`src/hw/rtl/fpa_pkg.sv`:
```
// fpa_pkg: command codes and pipeline sideband type for the fixed-point alu
`timescale 1ns / 1ps
package fpa_pkg;

    localparam int unsigned DATA_W = 32;
    localparam int unsigned CMD_W  = 4;

    // command codes
    typedef enum logic [CMD_W-1:0] {
        CMD_ADD      = 4'd0,
        CMD_SUB      = 4'd1,
        CMD_MUL      = 4'd2,
        CMD_DIV      = 4'd3,
        CMD_MIN      = 4'd4,
        CMD_MAX      = 4'd5,
        CMD_INC      = 4'd6,
        CMD_DEC      = 4'd7,
        CMD_FROM_INT = 4'd8,
        CMD_TO_INT   = 4'd9
    } t_cmd;

    // sideband that travels beside the divider data
    typedef struct packed {
        logic              is_div;
        logic              neg;
        logic              dz;
        logic [DATA_W-1:0] simple;
        logic              lt;
        logic              eq;
        logic              gt;
    } t_meta;

endpackage

```
`src/hw/rtl/fpa_front.sv`:
```
// fpa_front: decode, simple results, product and divider setup register stage
`timescale 1ns / 1ps
module fpa_front #(
    parameter int unsigned FRACTION_BITS = 8
) (
    input  logic                               i_clk,
    input  logic                               i_rst_n,
    input  logic                               i_en,
    input  logic                               i_valid,
    input  logic [fpa_pkg::CMD_W-1:0]          i_cmd,
    input  logic [fpa_pkg::DATA_W-1:0]         i_a,
    input  logic [fpa_pkg::DATA_W-1:0]         i_b,
    output logic                               o_valid,
    output fpa_pkg::t_meta                     o_meta,
    output logic [fpa_pkg::DATA_W-1:0]         o_rem,
    output logic [fpa_pkg::DATA_W+FRACTION_BITS-1:0] o_dq,
    output logic [fpa_pkg::DATA_W-1:0]         o_div
);
    import fpa_pkg::*;

    localparam int unsigned DW = DATA_W + FRACTION_BITS;

    logic                     r_valid;
    t_meta                    r_meta;
    logic [DATA_W-1:0]        r_div;
    logic [DW-1:0]            r_dq;
    t_meta                    n_meta;
    logic signed [DATA_W-1:0] w_sa;
    logic signed [DATA_W-1:0] w_sb;
    logic signed [2*DATA_W-1:0] w_prod;
    logic [DATA_W-1:0]        w_ma;
    logic [DATA_W-1:0]        w_mb;
    t_cmd                     w_cmd;

    assign w_sa   = i_a;
    assign w_sb   = i_b;
    assign w_cmd  = t_cmd'(i_cmd);
    assign w_prod = w_sa * w_sb;
    assign w_ma   = i_a[DATA_W-1] ? (DATA_W'(0) - i_a) : i_a;
    assign w_mb   = i_b[DATA_W-1] ? (DATA_W'(0) - i_b) : i_b;

    // decode and simple results
    always_comb begin
        n_meta        = '0;
        n_meta.lt     = w_sa < w_sb;
        n_meta.eq     = i_a == i_b;
        n_meta.gt     = w_sa > w_sb;
        n_meta.is_div = w_cmd == CMD_DIV;
        n_meta.dz     = (w_cmd == CMD_DIV) && (i_b == '0);
        n_meta.neg    = i_a[DATA_W-1] ^ i_b[DATA_W-1];
        unique case (w_cmd)
            CMD_ADD:      n_meta.simple = i_a + i_b;
            CMD_SUB:      n_meta.simple = i_a - i_b;
            CMD_MUL:      n_meta.simple = DATA_W'(w_prod >>> FRACTION_BITS);
            CMD_MIN:      n_meta.simple = (w_sa < w_sb) ? i_a : i_b;
            CMD_MAX:      n_meta.simple = (w_sa > w_sb) ? i_a : i_b;
            CMD_INC:      n_meta.simple = i_a + DATA_W'(1);
            CMD_DEC:      n_meta.simple = i_a - DATA_W'(1);
            CMD_FROM_INT: n_meta.simple = i_a << FRACTION_BITS;
            CMD_TO_INT:   n_meta.simple = DATA_W'(w_sa >>> FRACTION_BITS);
            default:      n_meta.simple = '0;
        endcase
    end

    // stage register
    always_ff @(posedge i_clk) begin
        if (!i_rst_n) begin
            r_valid <= 1'b0;
        end else if (i_en) begin
            r_valid <= i_valid;
        end
        if (i_en) begin
            r_meta <= n_meta;
            r_div  <= w_mb;
            r_dq   <= DW'(w_ma) << FRACTION_BITS;
        end
    end

    assign o_valid = r_valid;
    assign o_meta  = r_meta;
    assign o_rem   = '0;
    assign o_dq    = r_dq;
    assign o_div   = r_div;

endmodule

```
`config.mk`:
```
export PLATFORM = sky130hd
export DESIGN_NAME = fpa_front
export DESIGN_NICKNAME = d
export VERILOG_FILES = /design/src/hw/rtl/fpa_pkg.sv /design/src/hw/rtl/fpa_front.sv
export SDC_FILE = /design/constraint.sdc
export NUM_CORES = 2
export LEC_CHECK = 0
export ABC_CLOCK_PERIOD_IN_PS = 11300
export BUFFER_PORTS_ARGS = -buffer_cell sky130_fd_sc_hd__clkbuf_2
export CORE_ASPECT_RATIO = 0.8
export CORE_MARGIN = 2
export CORE_UTILIZATION = 50
export DETAILED_ROUTE_END_ITERATION = 8
export PLACE_DENSITY_LB_ADDON = 0.12
export SLEW_MARGIN = 20
export SYNTH_ARGS = -nofsm -noshare
export SYNTH_HDL_FRONTEND = slang
export SYNTH_SLANG_ARGS = --single-unit
```
`constraint.sdc`:
```
create_clock -name i_clk -period 11.3 [get_ports i_clk]
set_input_delay 1.695 -clock i_clk [delete_from_list [all_inputs] [get_ports i_clk]]
set_output_delay 1.695 -clock i_clk [all_outputs]
set_load 0.02 [all_outputs]
```
# ---- Word-level counts from Yosys, hierarchy flattened
# Cells that the tools add are included.
dict set report op_classes {
  add_sub_neg 6
  multipliers 1
  magnitude_cmp 2
  eq_ne 10
  muxes 5
  bitwise_logic 1
  reduce_logical 3
}
# op count
set ops {}
lappend ops {{32-bit one-hot mux with 9 select lines} 1}
lappend ops {{32-bit two-way mux} 2}
lappend ops {{1-bit by 32-bit subtractor with 32-bit output, first input constant} 2}
lappend ops {{31-bit two-way mux} 2}
lappend ops {{32-bit by 32-bit multiplier with 40-bit output} 1}
lappend ops {{32-bit by 1-bit adder with 32-bit output, second input constant} 1}
lappend ops {{32-bit adder} 1}
lappend ops {{32-bit == test} 1}
lappend ops {{32-bit > comparator} 1}
lappend ops {{32-bit logical NOT} 1}
lappend ops {{32-bit < comparator} 1}
lappend ops {{32-bit by 1-bit subtractor with 32-bit output, second input constant} 1}
lappend ops {{32-bit subtractor} 1}
lappend ops {{4-bit by 3-bit == test with 1-bit output, second input constant} 4}
lappend ops {{4-bit by 2-bit == test with 1-bit output, second input constant} 2}
lappend ops {{4-bit == test, second input constant} 2}
lappend ops {{4-bit by 1-bit == test with 1-bit output, second input constant} 1}
lappend ops {{4-bit logical NOT} 1}
lappend ops {{1-bit logical AND} 1}
lappend ops {{1-bit bitwise XOR} 1}
dict set report word_totals {
  reg_bits 103
  inputBits 72
  output_inout_bits 143
  word_cells 40
}

# ---- Longest topological paths before layout
dict set report depth {
  ltp_word 3
  depth_mapped 28
  ltp_nobuf 26
}

# ---- Worst setup path before layout
# No wires, ideal clock.
dict set report synth_timing {
  path_type {input-to-reg}
  start {input i_a[11] in the netlist's numbering}
  end {register r_meta, in the netlist o_meta[30], data pin}
  setup_time_ps 275
  arrival_time_ps 8439
  path_slack_ps 2586
  path_stages 26
  path_buffers 3
  cell_sequence {clkbuf_1 clkbuf_1 clkbuf_1 nand2_1 fa_1 inv_1 fa_1 fa_1 inv_1 fa_1 inv_1 fa_1 fa_1 fa_1 fa_1 ha_1 nor4_1 o21ai_0 and3_1 a22oi_1 a21boi_0 a21oi_1 nor2_1 o21ai_0 xnor2_1 o221ai_1}
}
# element line
set synth_lines {}
lappend synth_lines {{start: declaration} fpa_front.sv:11} ;# input logic [fpa_pkg::DATA_W-1:0] i_a,
lappend synth_lines {{end signal: assignment} fpa_front.sv:73} ;# r_meta <= n_meta;
lappend synth_lines {{end: declaration} fpa_front.sv:24} ;# t_meta r_meta;

==> summary.txt <==
Global routing
  – Largest net degree at the start of global routing: 66
  – Number of global-route vias before repair: 26400
  – Initial antenna violation count: 4
  – First-pass GRT wire length: 175 mm
  – Global route overflow: 0
  – GRT Overall Usage: 0.350

Yosys
  – Synthesized cell area: ~0.033 sq mm
  – Seq/Total Area, Yosys: 0.0931
  – Seq cells post-synth: 103
  – Top post-synthesis cells by area: fa_1 39%, edfxtp_1 9.2%, ha_1 9.0%
  – Post-synth EDFFs: between 100 and 150
  – Share of the synthesized area in the top cell type: 0.389
  – Synth area leader: fa_1
  – Top FF cell, synth: edfxtp_1
  – Ys Warns: 0
  – Syn Area/Cell: 9.05 sq um
  – Post-synth cell types: 86
  – Gate count of the mapped netlist: 3661
  – FFs w/ async S/R, synth: 0

Flow run
  – Max-cap violations: 0

Floorplanning
  – Initial Util: 0.505
  – I/O pin cnt: about 220
  – Horiz. Die Dim: about 290 um
  – Row Count: 84
  – Die height: 234 um
  – Core area: between 0.06 and 0.07 sq mm
  – Die footprint: 0.0683 sq mm

STA
  – Hold_ws: 0.531 ns
  – Peak Freq: 104 MHz
  – Setup TNS: 0 ns
  – Tmin final: roughly 9.6 ns
  – Final setup viols: 0
  – Unrepaired setup endpoints after global routing: false
  – Tcrit/Tclk final: 0.848
  – Clk_skew: 0 ns
  – Worst-margin pin slew: between 1 and 1.5 ns
  – Fin. max-slew vios: 0
  – Max-slew headroom: 0.233
  – Final Hold Fails: 0

Layout
  – Fin cells: 4556
  – Fin nets: about 4600
  – Layout cell share with drive strength beyond 1: 0.0772
  – Most frequent cells in the layout: 709 x inv_1, 644 x fa_1, 393 x and2_1
  – Fin area: 0.0349 sq mm
  – Commonest non-fill, non-tap cell in the layout: inv_1
  – Area Growth Syn to Fin: 5.25%

Clocking
  – Setup Buffers After CTS: 0
  – Post-CTS Hold Fix Bufs: 0
  – CTS Buffer Depth: 2
  – Root buffer cell: clkbuf_16
  – Htree depth: 3
  – CTS resizes: 0
  – TritonCTS buffer count: 9
  – Clock transition at the registers of the reported paths: 0.08 ns
  – CTS tree: yes
  – Worst-Skew Late Latency: 0.38 ns
  – Clk sinks: 103

Placement
  – Area after DPL: between 0.03 and 0.04 sq mm
  – Final GP Congestion: 0.995
  – Post-placement cell count: 4538
  – Post-detail-place hpwl: 91.4 mm
  – PortBufs: approximately 170

Drt
  – Detailed Routing Iterations Pass 1: 6
  – Wirelength per Cell: 25.6 um
  – Number of DRC markers in iteration 0: 3119
  – Final WL: roughly 120 mm
  – ANT nets after route: 0
  – Post-DR vias/cell: 5.76
  – Vias: between 20000 and 30000
  – Drc violations: 0

Setup path
  – CP endpoint kind: flip-flop
  – Critical Path Source Type: input port
  – Critical path class: input port to flip-flop
  – Reg2Reg Depth: 2
  – CP max FO: 35
  – Crit path DAT: 9.69 ns
  – Critical Path RT: 11.41 ns

Min path
  – Hold Crit Class: flip-flop to flip-flop
  – Hold Crit Depth: 2

Outcome
  – Status: finished clean
-- metrics by stage --
stage / util / setup WS [ns]
after floorplan: - / 2.59
after global placement: 0.527 / 1.63
after detailed placement: 0.527 / 1.41
after CTS: 0.531 / 1.84
after global routing: 0.531 / 1.40
final: 0.531 / 1.71
-- worst paths after layout --
| check | start | end | slack, ns |
|---|---|---|---|
| worst min register to register | o_valid | o_valid | 0.53 |
| worst max-delay path | i_b[2] | o_meta[33] | 1.71 |
| worst min-delay path | o_valid | o_valid | 0.53 |
| worst max register to register | o_valid | o_valid | 10.70 |
-- cells in the mapped netlist (12+ instances only) --
cell type,number
inv_1,709
fa_1,644
and2_1,393
nand2_1,380
ha_1,239
clkbuf_1,202
xnor2_1,178
a21oi_1,114
nor2_1,111
edfxtp_1,102
o21ai_0,76
buf_4,43
xor2_1,42
a21o_1,34
nand3_1,27
nand2b_1,25
nor3_1,21
a221oi_1,20
o211ai_1,18
a222oi_1,14
nand4_1,14
o21a_1,14
a221o_1,13
o31ai_1,13
a22oi_1,12
mux2i_1,12
nor2b_1,12
o21bai_1,12
-- logic make-up after synthesis --
kind of cell               after synthesis  synth area share
AOI/OAI and AO/OA                      421            0.0864
muxes                                   14           0.00431
adders and majority gates              883             0.480
xor gates and xnor gates               221            0.0590
and+or+nand+nor                       1044             0.162
DFF                                    103            0.0931
other                                    1          0.000113
buffers and inverters                  974             0.116
-- sequential cells by signal, indices dropped and copies added, names as in the netlist --
name,flops
o_meta,38
o_div,32
o_dq,32
o_valid,1
-- layout make-up --
type | count | area (sq um)
fill | 6202 | 30700
antenna | 2 | 5.00
tap | 860 | 1080
sequential | 103 | 3080
timing repair buffer | 241 | 1380
multi-input combinational | 2623 | 26400
clock inverter | 7 | 53.8
inverter | 711 | 2670
clock buffer | 9 | 225
-- routing by layer --
layer	GRT usage	part of all wire	wire (um)
met1	0.528	0.45	52000
met5	0	0	0
met3	0.123	0.14	16800
met4	0.0709	0.023	2690
met2	0.482	0.39	45100
-- worst max-delay path, cell delays in order --
cell      delay (ns)
clkbuf_2        0.57
and2_1          0.44
fa_1            0.49
fa_1            0.49
inv_1           0.05
fa_1            0.48
fa_1            0.56
inv_1           0.07
fa_1            0.50
inv_1           0.05
fa_1            0.53
inv_1           0.05
fa_1            0.50
fa_1            0.42
ha_1            0.34
o21ai_0         0.26
a21oi_1         0.12
and3_1          0.23
a22oi_1         0.15
a21boi_0        0.61
a21oi_1         0.20
a21o_1          0.26
xnor2_1         0.44
o211ai_1        0.15
Power is left out: the tool's default activity adds up to more than one toggle a clock period on the data nets, which glitch-free logic cannot reach.
