<file path="config.mk">
export PLATFORM = sky130hd
export DESIGN_NAME = fpa_div_stage
export DESIGN_NICKNAME = d
export VERILOG_FILES = /design/src/hw/rtl/fpa_pkg.sv /design/src/hw/rtl/fpa_div_stage.sv
export SDC_FILE = /design/constraint.sdc
export NUM_CORES = 1
export LEC_CHECK = 0
export BUFFER_PORTS_ARGS = -buffer_cell sky130_fd_sc_hd__buf_4
export CORE_MARGIN = 1.5
export CORE_UTILIZATION = 48
export DETAILED_ROUTE_END_ITERATION = 10
export GPL_ROUTABILITY_DRIVEN = 0
export MAX_ROUTING_LAYER = met4
export PLACE_DENSITY = 0.88
export SLEW_MARGIN = 20
export SYNTH_ARGS = -nofsm -noshare
export SYNTH_HDL_FRONTEND = slang
export SYNTH_SLANG_ARGS = --single-unit
</file>
<file path="constraint.sdc">
create_clock -name i_clk -period 4.5 [get_ports i_clk]
set_input_delay 1.125 -clock i_clk [delete_from_list [all_inputs] [get_ports i_clk]]
set_output_delay 1.125 -clock i_clk [all_outputs]
set_load 0.005 [all_outputs]
</file>
<file path="src/hw/rtl/fpa_pkg.sv">
// fpa_pkg: command codes and pipeline sideband type for the fixed-point alu
`timescale 1ns / 1ps
package fpa_pkg;

    localparam int unsigned DATA_W = 32;
    localparam int unsigned CMD_W  = 4;

    // command codes
    typedef enum logic [CMD_W-1:0] {
        CMD_ADD      = 4'd0,
        CMD_SUB      = 4'd1,
        CMD_MUL      = 4'd2,
        CMD_DIV      = 4'd3,
        CMD_MIN      = 4'd4,
        CMD_MAX      = 4'd5,
        CMD_INC      = 4'd6,
        CMD_DEC      = 4'd7,
        CMD_FROM_INT = 4'd8,
        CMD_TO_INT   = 4'd9
    } t_cmd;

    // sideband that travels beside the divider data
    typedef struct packed {
        logic              is_div;
        logic              neg;
        logic              dz;
        logic [DATA_W-1:0] simple;
        logic              lt;
        logic              eq;
        logic              gt;
    } t_meta;

endpackage

</file>
<file path="src/hw/rtl/fpa_div_stage.sv">
// fpa_div_stage: one restoring division step, one quotient bit per stage
`timescale 1ns / 1ps
module fpa_div_stage #(
    parameter int unsigned DW = 40
) (
    input  logic                       i_clk,
    input  logic                       i_rst_n,
    input  logic                       i_en,
    input  logic                       i_valid,
    input  fpa_pkg::t_meta             i_meta,
    input  logic [fpa_pkg::DATA_W-1:0] i_rem,
    input  logic [DW-1:0]              i_dq,
    input  logic [fpa_pkg::DATA_W-1:0] i_div,
    output logic                       o_valid,
    output fpa_pkg::t_meta             o_meta,
    output logic [fpa_pkg::DATA_W-1:0] o_rem,
    output logic [DW-1:0]              o_dq,
    output logic [fpa_pkg::DATA_W-1:0] o_div
);
    import fpa_pkg::*;

    logic              r_valid;
    t_meta             r_meta;
    logic [DATA_W-1:0] r_rem;
    logic [DW-1:0]     r_dq;
    logic [DATA_W-1:0] r_div;
    logic [DATA_W:0]   w_trial;
    logic [DATA_W:0]   w_diff;
    logic              w_ge;

    // shift in next dividend bit and try the subtract
    assign w_trial = {i_rem, i_dq[DW-1]};
    assign w_diff  = w_trial - {1'b0, i_div};
    assign w_ge    = ~w_diff[DATA_W];

    always_ff @(posedge i_clk) begin
        if (!i_rst_n) begin
            r_valid <= 1'b0;
        end else if (i_en) begin
            r_valid <= i_valid;
        end
        if (i_en) begin
            r_meta <= i_meta;
            r_div  <= i_div;
            r_rem  <= w_ge ? w_diff[DATA_W-1:0] : w_trial[DATA_W-1:0];
            r_dq   <= {i_dq[DW-2:0], w_ge};
        end
    end

    assign o_valid = r_valid;
    assign o_meta  = r_meta;
    assign o_rem   = r_rem;
    assign o_dq    = r_dq;
    assign o_div   = r_div;

endmodule
</file>
**Yosys cells after proc, flatten, opt, wreduce, memory -nomap -nowiden**

Cells that the tools add are included.

- Flip-flop bits (word level): 143
- Bits of input ports: 146
- Output and inout bits: 143
- Logic and storage cells: 14

- $add $sub $neg: 1
- Mux-type cells: 1
- Bitwise logic cells: 1

Operator list:

| operator | number |
|---|---|
| $sub A33 B32 Y33 | 1 |
| $mux W32 | 1 |
| $not A1 Y1 | 1 |

**Depth between registers and ports, before layout**

- Word-level depth: 2
- Gate-level depth with buffers: 12
- Depth with buffers taken out: 11

**Worst setup path after synthesis**

OpenSTA, ideal clock, no wires.

- Path kind: in2reg
- From: in i_dq[39]
- To: reg r_rem[10] (netlist: o_rem[10]) (data pin)
- Setup time: 0.260 ns
- Arrival: 3.399 ns
- Data required time: 4.240 ns
- Setup slack: 0.841 ns
- Stages on the path: 12
- Path buffers: 1
- Path through: inv_1 ha_1 fa_1 nand2b_1 a21oi_1 o211ai_1 a21oi_1 o31a_2 mux2i_1 nor2_2 buf_6 mux2_4

- Cells in the longest elaborated chain, start to end: 2

Ends and longest elaborated chain:

| what | RTL line | RTL |
|---|---|---|
| from (decl) | fpa_div_stage.sv:12 | `input logic [DW-1:0] i_dq,` |
| $sub A33 B32 Y33 | fpa_div_stage.sv:33 | `assign w_diff = w_trial - {1'b0, i_div};` |
| $mux W32 | fpa_div_stage.sv:45 | `r_rem <= w_ge ? w_diff[DATA_W-1:0] : w_trial[DATA_W-1:0];` |
| to (signal assigned) | fpa_div_stage.sv:45 |  |
| to (decl) | fpa_div_stage.sv:24 | `logic [DATA_W-1:0] r_rem;` |

No other way between the ends.
A chain may end at the register's enable or synchronous reset.

**Worst setup path after layout**

- From: in i_dq[39]
- To: reg r_rem[21] (netlist: o_rem[21]) (data pin)

Same word-level chain as after synthesis.

==> impl_summary.log <==
[metrics] outcome: finished clean
[metrics] origin of the worst setup path: i_dq[39]
[metrics] number of vias per cell: between 5 and 6
[metrics] number of slew-limit violations in the final report: 0
[metrics] number of nets at the end of the flow: 969
[metrics] sink count of the clock tree: 143
[metrics] global-route met3 utilization: 7.584%
[metrics] share of flip-flops with an asynchronous set or reset after synthesis: 0%
[metrics] clock transition at the registers of the reported paths: around 0.050 ns
[metrics] area of the die: 0.01486 sq mm
[metrics] antenna cells: 0
[metrics] main flop type after synthesis: sky130_fd_sc_hd__edfxtp_1
[metrics] net count of the mapped netlist: roughly 670
[metrics] Post-Route Skew: 0 ns
[metrics] crit path capture: o_rem[21]$_DFFE_PP_
[metrics] max-cap violation count: 0
[metrics] number of flops mapped to enable cells by yosys: ~140
[metrics] count of final hold-check violations: 0
[metrics] hpwl dp: 15.20 mm
[metrics] per-instance average area after synthesis: ~14 sq um
[metrics] portion of synthesized cell area occupied by the leading cell type: 62.82%
[metrics] area of the mapped netlist: 0.006788 sq mm
[metrics] Setup Viol. Count Final: 0
[metrics] fraction of the cycle the final worst path needs: 82.19%
[metrics] # hold bufs at CTS: 0
[metrics] reg-to-reg critical path endpoint: o_valid$_SDFFE_PN0P_
[metrics] IR drop worst, VDD: 321.2 uV
[metrics] synthesized netlist cell count: 489
[metrics] leakage component of the power: 4.361 nW
[metrics] Critical Setup Path Class: in2reg
[metrics] GRT Residual Overflow: 0
[metrics] flops & latches, synth: between 100 and 150
[metrics] worst hold slack: roughly 0.57 ns
[metrics] number of cells traversed by the worst register-to-register path: 2
[metrics] CTS tree: built
[metrics] Worst Hold Launch: o_valid$_SDFFE_PN0P_
[metrics] cts bufs inserted: 17
[metrics] Slew @ Worst Pin: about 0.75 ns
[metrics] warning count from the yosys run: 0
[metrics] layout cells sized above 1: between 40% and 50%
[metrics] Synth-to-Final Area Change: 43.10%
[metrics] setup repair after global routing missed its margin: false
[metrics] site row count: 43
[metrics] number of vias after detailed routing: 5405
[metrics] gr usage total: approximately 28%
[metrics] top cells by area in the synthesized netlist: sky130_fd_sc_hd__edfxtp_1, sky130_fd_sc_hd__ha_1, sky130_fd_sc_hd__mux2_4
[metrics] time the worst path needs with I/O delays and setup: 3.699 ns
[metrics] peak fanout along the critical path: 11
[metrics] power density over cell area: 390.2 mW/mm^2
[metrics] Longest Clk Path Bufs: 2
[metrics] achievable frequency: 270.4 MHz
[metrics] Slew HR: between 40% and 50%
[metrics] CP Data Arrival Time: 3.86 ns
[metrics] final total negative setup slack: 0 ns
[metrics] Initial Util: 49.09%
[metrics] quantity of I/O buffers inserted on ports: 288
[metrics] maximum number of pins on one net before global-route repair: 82
[metrics] remaining routing DRC violations: 0
[metrics] Antenna Violating Nets Remaining: 0
[metrics] setup slack, reg-to-reg: 3.87 ns
[metrics] clock root cell: sky130_fd_sc_hd__clkbuf_16
[metrics] most numerous cell types in the synthesized netlist: sky130_fd_sc_hd__edfxtp_1, sky130_fd_sc_hd__a21oi_1, sky130_fd_sc_hd__inv_1
[metrics] WL/cell: 20.78 microns
[metrics] Iter 0 DRT Violations: 580
[metrics] number of top-level pins: 289
[metrics] cell type with the highest aggregate area in the netlist: sky130_fd_sc_hd__edfxtp_1
[metrics] Pre-Repair DR Iteration Count: 5
[metrics] final-layout fill cell count: between 900 and 1000
[metrics] portion of the post-synthesis area used by sequential elements: 63.12%
[metrics] CP Data Required Time: 4.66 ns
[metrics] die extent in x: 121.9 microns
[metrics] number of distinct library cells after synthesis: 50
[metrics] number of antenna violations at the first check in global routing: 0
[metrics] placeable core area: roughly 0.014 sq mm
[metrics] total length of routed wires: between 20 and 25 mm
[metrics] cell with the most instances after synthesis: sky130_fd_sc_hd__edfxtp_1
[metrics] element type at the critical path start: input pin
[metrics] beginning of the worst register-to-register path: o_valid$_SDFFE_PN0P_
[metrics] met1 track utilization from global routing: 32.60%
[metrics] H-Tree Level Count: 4
[metrics] Worst-Skew Late Latency: 0.41 ns
[metrics] final core utilization: 70.25%
[metrics] layer carrying the most global-route usage: met2
[metrics] overall die height: 121.9 microns
[metrics] type of the most critical hold path: reg2reg
[metrics] category of the worst setup path capture point: flop
[metrics] Post-CTS Setup Repair Bufs: 0
[metrics] post-cts sizing count: 0
[metrics] global-route wire length before repair: 29.58 mm
[metrics] M2 GR Usage: 46.10%
[metrics] vias in the first global route: 5334
## report_power, final
group	switching (mW)	internal (mW)
Sequential	0.0440	1.62
Clock	0.511	0.811
Combinational	0.366	0.435
## layout make-up
| cell class | count | area (sq um) | area share, % |
|---|---|---|---|
| clock inverters | 8 | 95.09 | 0.9790 |
| repair buffers | 293 | 2216 | 22.81 |
| multi-input cells | 297 | 2298 | 23.66 |
| well taps | 180 | 225.2 | 2.319 |
| flip-flops and latches | 143 | 4284 | 44.11 |
| clock buffers | 24 | 451.7 | 4.650 |
| inverters | 38 | 142.6 | 1.469 |
## flip-flops by register name, summed over array words and instances (netlist names)
name     count
o_div       32
o_dq        40
o_meta      38
o_rem       32
o_valid      1
## layout by cell type (no fill, tap or decap), types with 7 or more instances in the layout
cell / count
sky130_fd_sc_hd__a21o_1: 18
sky130_fd_sc_hd__a21oi_1: 38
sky130_fd_sc_hd__buf_4: 291
sky130_fd_sc_hd__clkbuf_1: 7
sky130_fd_sc_hd__clkbuf_16: 17
sky130_fd_sc_hd__edfxtp_1: 142
sky130_fd_sc_hd__ha_1: 32
sky130_fd_sc_hd__inv_1: 38
sky130_fd_sc_hd__mux2_4: 25
sky130_fd_sc_hd__nand2_1: 27
sky130_fd_sc_hd__nand2b_1: 8
sky130_fd_sc_hd__nand3_1: 10
sky130_fd_sc_hd__nor2_1: 18
sky130_fd_sc_hd__o21ai_0: 17
sky130_fd_sc_hd__xnor2_1: 13
sky130_fd_sc_hd__xor2_1: 10
## worst min-delay path by stage
stage	to	slack, ns	depth (start not counted)
final	o_valid$_SDFFE_PN0P_	0.57	2
after global routing	o_valid$_SDFFE_PN0P_	0.59	2
after CTS	o_valid$_SDFFE_PN0P_	0.58	2
after detailed placement	o_valid$_SDFFE_PN0P_	0.57	2
after global placement	o_valid$_SDFFE_PN0P_	0.52	2
after floorplan	o_valid$_SDFFE_PN0P_	0.51	2
## logic make-up (layout without fill, tap and decap cells)
| family | after synthesis | in the layout | share of synthesized area [%] |
|---|---|---|---|
| DFF | 143 | 143 | 63.12 |
| AOI/OAI and AO/OA | 107 | 107 | 10.08 |
| and+or+nand+nor | 100 | 100 | 7.632 |
| buffers and inverters | 49 | 363 | 3.097 |
| muxes | 34 | 34 | 6.912 |
| adders and majority gates | 33 | 33 | 6.194 |
| xor gates and xnor gates | 23 | 23 | 2.968 |
## per-stage QoR
step / total power [mW] / worst slack [ns] / std cells / area [sq um]
global route: 3.928 / 0.6122 / 983 / 9713
finish: 3.790 / 0.8014 / 983 / 9713
floorplan: 2.053 / 0.8409 / 489 / 6788
CTS: 3.807 / 0.8454 / 983 / 9713
global placement: 2.449 / 0.5137 / 951 / 9166
detailed placement: 2.478 / 0.4796 / 951 / 9166
## per-layer routing
metal	part of all wire [%]	up-vias
met4	3.4	0
met2	51	310
met3	8.5	61
met5	0	-
li1	-	2438
met1	37	2596
## critical path: stages
cell and delay [ns]:
sky130_fd_sc_hd__buf_4 0.08, sky130_fd_sc_hd__inv_1 0.05, sky130_fd_sc_hd__ha_1 0.23, sky130_fd_sc_hd__fa_1 0.41
sky130_fd_sc_hd__nand2b_1 0.18, sky130_fd_sc_hd__a21oi_1 0.25, sky130_fd_sc_hd__o211ai_1 0.21, sky130_fd_sc_hd__a21oi_1 0.22
sky130_fd_sc_hd__o31a_2 0.19, sky130_fd_sc_hd__mux2i_1 0.28, sky130_fd_sc_hd__nor2_4 0.08, sky130_fd_sc_hd__buf_4 0.22
sky130_fd_sc_hd__mux2_4 0.32
Note: power is estimated with default switching activity, not from simulation.
